--- src/hdl/byte_block_rotation_cipher_top_defines.svh ---
// Assertion macros shared by the byte block rotation cipher RTL.
`ifndef BYTE_BLOCK_ROTATION_CIPHER_TOP_DEFINES_SVH
`define BYTE_BLOCK_ROTATION_CIPHER_TOP_DEFINES_SVH

// The condition must never hold at a clock edge outside reset.
`define BBRC_NEVER(label, cond, msg) \
	label: assert property (@(posedge clk) disable iff (!arst_n) !(cond)) \
		else $error(msg);

// The consequent must hold in the same cycle as the antecedent.
`define BBRC_IMPLIES(label, ante, cons, msg) \
	label: assert property (@(posedge clk) disable iff (!arst_n) (ante) |-> (cons)) \
		else $error(msg);

// The consequent must hold in the cycle after the antecedent.
`define BBRC_NEXT(label, ante, cons, msg) \
	label: assert property (@(posedge clk) disable iff (!arst_n) (ante) |=> (cons)) \
		else $error(msg);

`endif

--- src/hdl/bbrc_pkg.sv ---
// Package with shared types and constants of the byte block rotation cipher.
`timescale 1ns / 1ps
package bbrc_pkg;

	localparam int MAX_BLOCK_DEF    = 15;
	localparam int SCHEDULE_LEN_DEF = 8;
	localparam int LENGTH_BITS_DEF  = 16;

	localparam int NIB_W     = 4;
	localparam int NIB_COUNT = 8;
	localparam int KEY_BYTES = 4;
	localparam int HDR_BYTES = 4;
	localparam int TAIL_W    = 4;
	localparam int CFG_IDX_W = 2;

	localparam logic DIR_ENCRYPT = 1'b0;
	localparam logic DIR_DECRYPT = 1'b1;

	localparam logic [CFG_IDX_W-1:0] CFG_DIRECTION      = 2'd0;
	localparam logic [CFG_IDX_W-1:0] CFG_KEY_WORD       = 2'd1;
	localparam logic [CFG_IDX_W-1:0] CFG_PAYLOAD_LENGTH = 2'd2;

	typedef struct packed {
		logic [7:0] in_byte;
		logic       message_start;
	} in_item_t;

	typedef struct packed {
		logic [7:0] out_byte;
		logic       last_of_run;
	} out_item_t;

	// Description of the output bytes caused by one input byte.
	typedef struct packed {
		logic              load;
		logic              key_en;
		logic [31:0]       key;
		logic              b_en;
		logic [7:0]        b;
		logic [TAIL_W-1:0] tail_cnt;
	} run_desc_t;

endpackage

--- src/hdl/bbrc_core.sv ---
// Cipher state and per-byte transform that builds the output run description.
`timescale 1ns / 1ps
module bbrc_core #(
	parameter int MAX_BLOCK    = bbrc_pkg::MAX_BLOCK_DEF,
	parameter int SCHEDULE_LEN = bbrc_pkg::SCHEDULE_LEN_DEF,
	parameter int LENGTH_BITS  = bbrc_pkg::LENGTH_BITS_DEF
) (
	input  logic                       clk,
	input  logic                       arst_n,
	input  logic                       take,
	input  bbrc_pkg::in_item_t         item,
	input  logic                       direction,
	input  logic [31:0]                key_word,
	input  logic [15:0]                payload_length,
	output bbrc_pkg::run_desc_t        desc,
	output logic [MAX_BLOCK-2:0][7:0]  held
);

	localparam int POS_W  = $clog2(MAX_BLOCK);
	localparam int LEN_W  = $clog2(MAX_BLOCK + 1);
	localparam int E_W    = LEN_W + 1;
	localparam int HIDX_W = (MAX_BLOCK > 2) ? $clog2(MAX_BLOCK - 1) : 1;
	localparam int SI_W   = $clog2(SCHEDULE_LEN);
	localparam int CMP_W  = ((LENGTH_BITS > 16) ? LENGTH_BITS : 16) + 1;
	localparam logic [SI_W-1:0] SI_LAST = SI_W'(SCHEDULE_LEN - 1);
	localparam logic [LENGTH_BITS-1:0] BD_MAX = '1;

	logic [bbrc_pkg::NIB_COUNT-1:0][bbrc_pkg::NIB_W-1:0] lengths_q, lengths_e, lengths_n;
	logic [SI_W-1:0]        si_q, si_e, si_n;
	logic [LENGTH_BITS-1:0] bd_q, bd_e, bd_n;
	logic [2:0]             hc_q, hc_e, hc_n;
	logic [POS_W-1:0]       pos_q, pos_e, pos_n;
	logic                   pt_q, pt_e, pt_n, pt_hit;
	logic [MAX_BLOCK-2:0][7:0] held_q;

	logic                      st, enc, key_load, hdr, pass_chk, blk_end;
	logic [bbrc_pkg::NIB_W-1:0] nib;
	logic [LEN_W-1:0]          len;
	logic                      b_en;
	logic [bbrc_pkg::TAIL_W-1:0] tail;
	logic                      held_we;
	logic [HIDX_W-1:0]         held_wa;

	always_comb begin
		st       = item.message_start;
		enc      = (direction == bbrc_pkg::DIR_ENCRYPT);
		key_load = st && enc;
		si_e     = st ? '0 : si_q;
		bd_e     = st ? '0 : bd_q;
		hc_e     = st ? '0 : hc_q;
		pos_e    = st ? '0 : pos_q;
		pt_e     = st ? 1'b0 : pt_q;
		for (int i = 0; i < bbrc_pkg::NIB_COUNT; i++) begin
			lengths_e[i] = key_load ? key_word[bbrc_pkg::NIB_W * (bbrc_pkg::NIB_COUNT - 1 - i) +:
				bbrc_pkg::NIB_W] : lengths_q[i];
		end
		hdr = !enc && (hc_e < 3'(bbrc_pkg::HDR_BYTES));

		nib = lengths_e[3'(si_e)];
		if (nib == '0) begin
			len = LEN_W'(1);
		end else if (nib > bbrc_pkg::NIB_W'(MAX_BLOCK)) begin
			len = LEN_W'(MAX_BLOCK);
		end else begin
			len = LEN_W'(nib);
		end
		pass_chk = CMP_W'(payload_length) <= (CMP_W'(bd_e) + CMP_W'(len));
		pt_hit   = pt_e || ((pos_e == '0) && pass_chk);
		blk_end  = (E_W'(pos_e) + E_W'(1)) >= E_W'(len);

		lengths_n = lengths_e;
		si_n      = si_e;
		bd_n      = bd_e;
		hc_n      = hc_e;
		pos_n     = pos_e;
		pt_n      = pt_e;
		b_en      = 1'b0;
		tail      = '0;
		held_we   = 1'b0;
		held_wa   = '0;

		if (hdr) begin
			lengths_n[{hc_e[1:0], 1'b0}] = item.in_byte[7:4];
			lengths_n[{hc_e[1:0], 1'b1}] = item.in_byte[3:0];
			hc_n = hc_e + 3'd1;
		end else begin
			bd_n = (bd_e == BD_MAX) ? bd_e : bd_e + 1'b1;
			pt_n = pt_hit;
			if (pt_hit) begin
				b_en = 1'b1;
			end else begin
				if (enc) begin
					b_en = (pos_e != '0) || blk_end;
					tail = ((pos_e != '0) && blk_end) ? bbrc_pkg::TAIL_W'(1) : '0;
					if (pos_e == '0) begin
						held_we = 1'b1;
					end
				end else begin
					b_en = blk_end;
					tail = blk_end ? bbrc_pkg::TAIL_W'(pos_e) : '0;
					if (!blk_end) begin
						held_we = 1'b1;
						held_wa = pos_e[HIDX_W-1:0];
					end
				end
				if (blk_end) begin
					pos_n = '0;
					si_n  = (si_e == SI_LAST) ? '0 : si_e + 1'b1;
				end else begin
					pos_n = pos_e + 1'b1;
				end
			end
		end

		desc.load     = key_load || b_en || (tail != '0);
		desc.key_en   = key_load;
		desc.key      = key_word;
		desc.b_en     = b_en;
		desc.b        = item.in_byte;
		desc.tail_cnt = tail;
	end

	assign held = held_q;

	always_ff @(posedge clk or negedge arst_n) begin
		if (!arst_n) begin
			lengths_q <= '0;
			si_q      <= '0;
			bd_q      <= '0;
			hc_q      <= '0;
			pos_q     <= '0;
			pt_q      <= 1'b0;
		end else if (take) begin
			lengths_q <= lengths_n;
			si_q      <= si_n;
			bd_q      <= bd_n;
			hc_q      <= hc_n;
			pos_q     <= pos_n;
			pt_q      <= pt_n;
		end
	end

	always_ff @(posedge clk) begin
		if (take && held_we) begin
			held_q[held_wa] <= item.in_byte;
		end
	end

endmodule

--- src/hdl/bbrc_out.sv ---
// Result register that plays out one run of output bytes, one per transaction.
`timescale 1ns / 1ps
module bbrc_out #(
	parameter int MAX_BLOCK = bbrc_pkg::MAX_BLOCK_DEF
) (
	input  logic                      clk,
	input  logic                      arst_n,
	input  logic                      load,
	input  bbrc_pkg::run_desc_t       desc,
	input  logic [MAX_BLOCK-2:0][7:0] held,
	output logic                      free,
	output logic                      result_valid,
	input  logic                      result_ready,
	output bbrc_pkg::out_item_t       result
);

	localparam int RUN_MAX = (MAX_BLOCK > 6) ? MAX_BLOCK : 6;
	localparam int CNT_W   = $clog2(RUN_MAX + 1);
	localparam int HIDX_W  = (MAX_BLOCK > 2) ? $clog2(MAX_BLOCK - 1) : 1;

	logic                      busy_q;
	logic [CNT_W-1:0]          idx_q, total_q;
	logic                      key_en_q, b_en_q;
	logic [31:0]               key_q;
	logic [7:0]                b_q;
	logic [MAX_BLOCK-2:0][7:0] held_q;

	logic             last;
	logic [CNT_W-1:0] rel, hrel;

	assign last         = (idx_q == total_q - 1'b1);
	assign free         = !busy_q || (result_ready && last);
	assign result_valid = busy_q;

	always_comb begin
		rel  = key_en_q ? idx_q - CNT_W'(bbrc_pkg::KEY_BYTES) : idx_q;
		hrel = rel - CNT_W'(b_en_q);
		if (key_en_q && (idx_q < CNT_W'(bbrc_pkg::KEY_BYTES))) begin
			result.out_byte = key_q[{~idx_q[1:0], 3'b000} +: 8];
		end else if (b_en_q && (rel == '0)) begin
			result.out_byte = b_q;
		end else begin
			result.out_byte = held_q[hrel[HIDX_W-1:0]];
		end
		result.last_of_run = last;
	end

	always_ff @(posedge clk or negedge arst_n) begin
		if (!arst_n) begin
			busy_q <= 1'b0;
			idx_q  <= '0;
		end else if (load) begin
			busy_q <= 1'b1;
			idx_q  <= '0;
		end else if (busy_q && result_ready) begin
			if (last) begin
				busy_q <= 1'b0;
				idx_q  <= '0;
			end else begin
				idx_q <= idx_q + 1'b1;
			end
		end
	end

	always_ff @(posedge clk) begin
		if (load) begin
			total_q  <= (desc.key_en ? CNT_W'(bbrc_pkg::KEY_BYTES) : '0) + CNT_W'(desc.b_en)
				+ CNT_W'(desc.tail_cnt);
			key_en_q <= desc.key_en;
			b_en_q   <= desc.b_en;
			key_q    <= desc.key;
			b_q      <= desc.b;
			held_q   <= held;
		end
	end

endmodule

--- src/hdl/byte_block_rotation_cipher_top.sv ---
// Byte block rotation cipher: users send a byte stream in and take the
// transformed byte stream out, each direction as valid/ready transactions.
// Configuration registers (direction, key word, payload length) are written
// through the cfg channel by index; users must write them only while the
// block is idle, which the block does not enforce. cfg_ready is always high.
// An item first lands in an input register and is processed once the result
// register can take any run it causes; that register then offers the item's
// results one per cycle while the receiver is ready. Each item yields zero to
// fifteen results; last_of_run marks the final one. Input and output overlap,
// so encryption sustains one byte per cycle plus four key bytes per message;
// decryption holds a block and then releases it as one run of as many bytes,
// during which further items that cause results wait in the input register.
// The rate is set by the single result register, carrying one byte a cycle.
// When the receiver stalls, the current result holds and the input side fills
// and then deasserts item_ready. Reset clears all counters, the block lengths
// and the configuration registers; held bytes need no clearing.
`timescale 1ns / 1ps
`include "byte_block_rotation_cipher_top_defines.svh"
module byte_block_rotation_cipher_top #(
	parameter int MAX_BLOCK    = bbrc_pkg::MAX_BLOCK_DEF,
	parameter int SCHEDULE_LEN = bbrc_pkg::SCHEDULE_LEN_DEF,
	parameter int LENGTH_BITS  = bbrc_pkg::LENGTH_BITS_DEF
) (
	input  logic                              clk,
	input  logic                              arst_n,
	input  logic                              item_valid,
	output logic                              item_ready,
	input  bbrc_pkg::in_item_t                item,
	output logic                              result_valid,
	input  logic                              result_ready,
	output bbrc_pkg::out_item_t               result,
	input  logic                              cfg_valid,
	output logic                              cfg_ready,
	input  logic [bbrc_pkg::CFG_IDX_W-1:0]    cfg_index,
	input  logic [31:0]                       cfg_data
);

	logic                 valid_s1;
	bbrc_pkg::in_item_t   item_s1;
	logic                 take_s1;
	logic                 direction_q;
	logic [31:0]          key_q;
	logic [15:0]          length_q;
	bbrc_pkg::run_desc_t  desc;
	logic [MAX_BLOCK-2:0][7:0] held;
	logic                 out_free;

	assign cfg_ready  = 1'b1;
	assign take_s1    = valid_s1 && (!desc.load || out_free);
	assign item_ready = !valid_s1 || take_s1;

	always_ff @(posedge clk or negedge arst_n) begin
		if (!arst_n) begin
			valid_s1 <= 1'b0;
		end else if (item_valid && item_ready) begin
			valid_s1 <= 1'b1;
		end else if (take_s1) begin
			valid_s1 <= 1'b0;
		end
	end

	always_ff @(posedge clk) begin
		if (item_valid && item_ready) begin
			item_s1 <= item;
		end
	end

	always_ff @(posedge clk or negedge arst_n) begin
		if (!arst_n) begin
			direction_q <= bbrc_pkg::DIR_ENCRYPT;
			key_q       <= '0;
			length_q    <= '0;
		end else if (cfg_valid && cfg_ready) begin
			unique case (cfg_index)
				bbrc_pkg::CFG_DIRECTION: begin
					direction_q <= cfg_data[0];
				end
				bbrc_pkg::CFG_KEY_WORD: begin
					key_q <= cfg_data;
				end
				bbrc_pkg::CFG_PAYLOAD_LENGTH: begin
					length_q <= cfg_data[15:0];
				end
				default: begin
				end
			endcase
		end
	end

	bbrc_core #(
		.MAX_BLOCK   (MAX_BLOCK),
		.SCHEDULE_LEN(SCHEDULE_LEN),
		.LENGTH_BITS (LENGTH_BITS)
	) u_core (
		.clk           (clk),
		.arst_n        (arst_n),
		.take          (take_s1),
		.item          (item_s1),
		.direction     (direction_q),
		.key_word      (key_q),
		.payload_length(length_q),
		.desc          (desc),
		.held          (held)
	);

	bbrc_out #(
		.MAX_BLOCK(MAX_BLOCK)
	) u_out (
		.clk         (clk),
		.arst_n      (arst_n),
		.load        (take_s1 && desc.load),
		.desc        (desc),
		.held        (held),
		.free        (out_free),
		.result_valid(result_valid),
		.result_ready(result_ready),
		.result      (result)
	);

	`BBRC_NEVER(a_no_run_overwrite,
		take_s1 && desc.load && result_valid && !(result_ready && result.last_of_run),
		"New run loaded over a run that is still playing out.")
	`BBRC_IMPLIES(a_stall_needs_item, !item_ready, valid_s1,
		"Input stalled with an empty input register.")
	`BBRC_NEXT(a_key_leads_message,
		take_s1 && item_s1.message_start && (direction_q == bbrc_pkg::DIR_ENCRYPT),
		result_valid && (result.out_byte == $past(key_q[31:24])),
		"Encrypted message does not open with the first key byte.")

endmodule
--- config.mk ---
export PLATFORM = sky130hd
export DESIGN_NAME = byte_block_rotation_cipher_top
export DESIGN_NICKNAME = d
export VERILOG_FILES = /design/src/hdl/bbrc_pkg.sv /design/src/hdl/bbrc_core.sv /design/src/hdl/bbrc_out.sv /design/src/hdl/byte_block_rotation_cipher_top.sv
export VERILOG_INCLUDE_DIRS = /design/src /design/src/hdl
export SDC_FILE = /design/constraint.sdc
export NUM_CORES = 1
export LEC_CHECK = 0
export ABC_AREA = 1
export BUFFER_PORTS_ARGS = -buffer_cell sky130_fd_sc_hd__buf_4
export CORE_MARGIN = 2
export CORE_UTILIZATION = 35
export DETAILED_ROUTE_END_ITERATION = 7
export PLACE_DENSITY = 0.59
export SETUP_SLACK_MARGIN = 0.1
export SLEW_MARGIN = 20
export SYNTH_ARGS = -nofsm -noshare
export SYNTH_HDL_FRONTEND = slang
export SYNTH_SLANG_ARGS = --single-unit
--- constraint.sdc ---
create_clock -name clk -period 12.1 [get_ports clk]
set_input_delay 2.42 -clock clk [delete_from_list [all_inputs] [get_ports clk]]
set_output_delay 2.42 -clock clk [all_outputs]
set_load 0.05 [all_outputs]
==> impl_metrics.yaml <==
timing:
  finalSetupTns_ps: 0
  min_period_over_period_pct: 78.6
  finalHoldViolations: 0
  drv_slew: 0
  finalSetupViolCount: 0
  clock_skew_ps: 21.0
  relSlewSlack_pct: 26.9
  holdWs_ps: 399
  worstMarginPinSlew_ps: 1100
  layout_setup_ws_ps: 2580
  timing.final.crit_period_ps: 9520
  max_freq_ghz: 0.105
  rsz0062_at_grt: "no"
cells_and_area:
  layout_common_cells: "nand2_1 (293), edfxtp_1 (279), o21ai_0 (182), nor2_1 (165), dfrtp_1 (114)"
  design_area_um2: 19500
  drive_above_1_share_pct: 9.71
  utilization_pct: 40.2
  syn2layout_area_growth_pct: 13.9
  num_antenna_cells: 0
  final_common_cell: "nand2_1"
  fin_nets: 1694
  fin_cells: 2260
cts:
  cts_buffers: 43
  cts.clk_slew.worst_paths_ps: 60
  ctsResizeCount: 0
  htreeDepth: 2
  tritoncts: "done"
  cts-root-buf: "clkbuf_16"
  clk_latency_ps: 590
  clkSinkCount: 393
  clockBufferDepth: 3
  holdBufCountCts: 0
  cts_post_setup_buffers_inserted: 0
floorplanning:
  start_util_pct: 35.3
  rows: 81
  die_width_um: 225
  die_h_um: 225
  num_io_pins: 60
  die_area_um2: 50800
  core_um2: 48600
synthesis:
  yosys-top-cells-area: "edfxtp_1 (49%), dfrtp_1 (17%), nand2_1 (6.4%), o21ai_0 (5.3%), nor2_1 (3.6%)"
  synthAdderAreaFrac_pct: 3.18
  synth_top_cell_area_share_pct: 48.8
  synth_top_area_cell: "edfxtp_1"
  synth_xor_area_share_pct: 2.04
  synth-seq-cells: 393
  syn_nets: 1648
  avgSynthCellArea_um2: 11.0
  synth_top_family_by_area: "simple AND/OR/NAND/NOR gates"
  netlist_area_um2: 17200
  ys_seq_area_share_pct: 65.4
  synthMuxAreaShare_pct: 1.73
  synth_compound_area_share_pct: 9.74
  yosys.area_share.simple_pct: 13.7
  yosysUniqueCellTypes: 43
  yosysWarnings: 0
  synth_cells: 1557
power_and_ir_drop:
  vdd_drop_max_mv: 0.164
  power_density_nw_per_um2: 247
  power_leakage_nw: 7.55
  power_mw: 4.82
setup_path:
  slowest_stage: "inv_1"
  cp_max_fo: 33
  start_kind: "flop"
  cp-endpoint: "item_ready"
  r2r-end: "u_out.held_q[75]"
  crit_path_max_incr_delay_ps: 800
  path_class: "reg -> out"
  rrSetupSlack_ps: 3690
  endpoint_kind: "output pin"
  critPathArrivalTime_ps: 7100
  required_ps: 9680
  timing.rr.start: "item_s1[0]"
  cp-startpoint: "item_s1[0]"
  r2r_cells: 35
place:
  post-place-ws_ps: 3260
  port_buffers: 58
  dpl.hpwl_mm: 27.6
  post_dp_cell_area_um2: 18100
  dp_cells: 2180
  gp_congestion: 0.810
global_routing:
  grt-ovfl-total: 0
  antenna_found_initial: 0
  use_met3_pct: 3.35
  use_met1_pct: 23.9
  grt_pass1_vias: 11400
  grt_pass1_wl_mm: 66.3
  busiest_layer: "met2"
  grt_usage_pct: 17.1
  grt_max_degree: 113
  use_met2_pct: 26.5
drt:
  wl_mm: 41.9
  drcViolationCount: 0
  wl_per_cell_um: 18.5
  antenna_left: 0
  drt_iter0_drc: 817
  detail_route.vias_per_cell: 5.04
  drt-pass1-iter-count: 6
  routed-via-count: 11400
flow_run:
  maxCapViolCount: 0
run_status:
  status: "completed"
min_path:
  hp-class: "reg -> reg"
worst min path at each step:
stage	startpoint	cells after the start	end
after global placement	u_core.held[52]	0	u_out.held_q[52]
after detailed placement	u_core.held[12]	0	u_out.held_q[12]
after CTS	u_core.held[80]	0	u_out.held_q[80]
final	u_core.held[23]	0	u_out.held_q[23]
after global routing	u_core.held[81]	0	u_out.held_q[81]
after floorplan	u_core.held[0]	0	u_out.held_q[0]
critical path, delay by kind of cell, from the launching register on:
| family | cells | cell delay, ps |
|---|---|---|
| and+or+nand+nor | 20 | 1890 |
| buffers and inverters | 6 | 1860 |
| AOI/OAI and AO/OA | 5 | 1450 |
| DFF | 1 | 590 |
| adders and majority gates | 2 | 570 |
| xor gates and xnor gates | 1 | 140 |
registers in the layout, indices dropped and copies added, names as in the netlist, 8 cells and up:
| register | flops |
|---|---|
| u_core.bd_q | 16 |
| u_core.held | 112 |
| length_q | 16 |
| key_q | 32 |
| u_out.key_q | 32 |
| u_core.lengths_q | 32 |
| u_out.b_q | 8 |
| u_out.held_q | 112 |
| item_s1 | 9 |
synthesized netlist by cell type, drive strengths merged:
cell and n:
nand2 301, edfxtp 279, o21ai 238, nor2 169, dfrtp 114, inv 99, nand3 74, clkbuf 44
ha 42, xor2 33, a21oi 25, o22ai 25, buf 20, nand4 16, mux2 14, mux2i 14
o211ai 8, o221ai 8, xnor2 7, nor3 6, clkinv 4, and2 3, o21a 3, a21o 2
a211oi 1, a32oi 1, and3 1, conb 1, fa 1, nand3b 1, o21bai 1, o311ai 1
or2 1
where the power goes:
group	internal, mW	switching [mW]
clock network	0.740	0.547
registers	1.72	0.182
logic	0.476	1.16
per-layer routing:
metal | share of wire [%] | routed length [µm] | up-vias
met5 | 0 | 0 | -
met4 | 2.8 | 1190 | 0
met3 | 6.0 | 2530 | 66
met2 | 45 | 18900 | 316
met1 | 46 | 19200 | 5497
li1 | - | - | 5503
cell families after synthesis:
| kind of cell | after synthesis |
|---|---|
| xor+xnor | 40 |
| buf+inv | 167 |
| mux | 28 |
| other cells | 1 |
| flops | 393 |
| compound gates | 313 |
| simple gates | 572 |
| fa+ha+maj | 43 |
cell type report:
class	instances	area, µm²
Sequential cell	393	11200
Tap cell	622	778
Inverter	103	392
Timing Repair Buffer	65	488
Clock buffer	55	1140
Multi-Input combinational cell	997	5260
Fill cell	4696	29100
Clock inverter	25	259
Note: power is estimated with default switching activity, not from simulation.
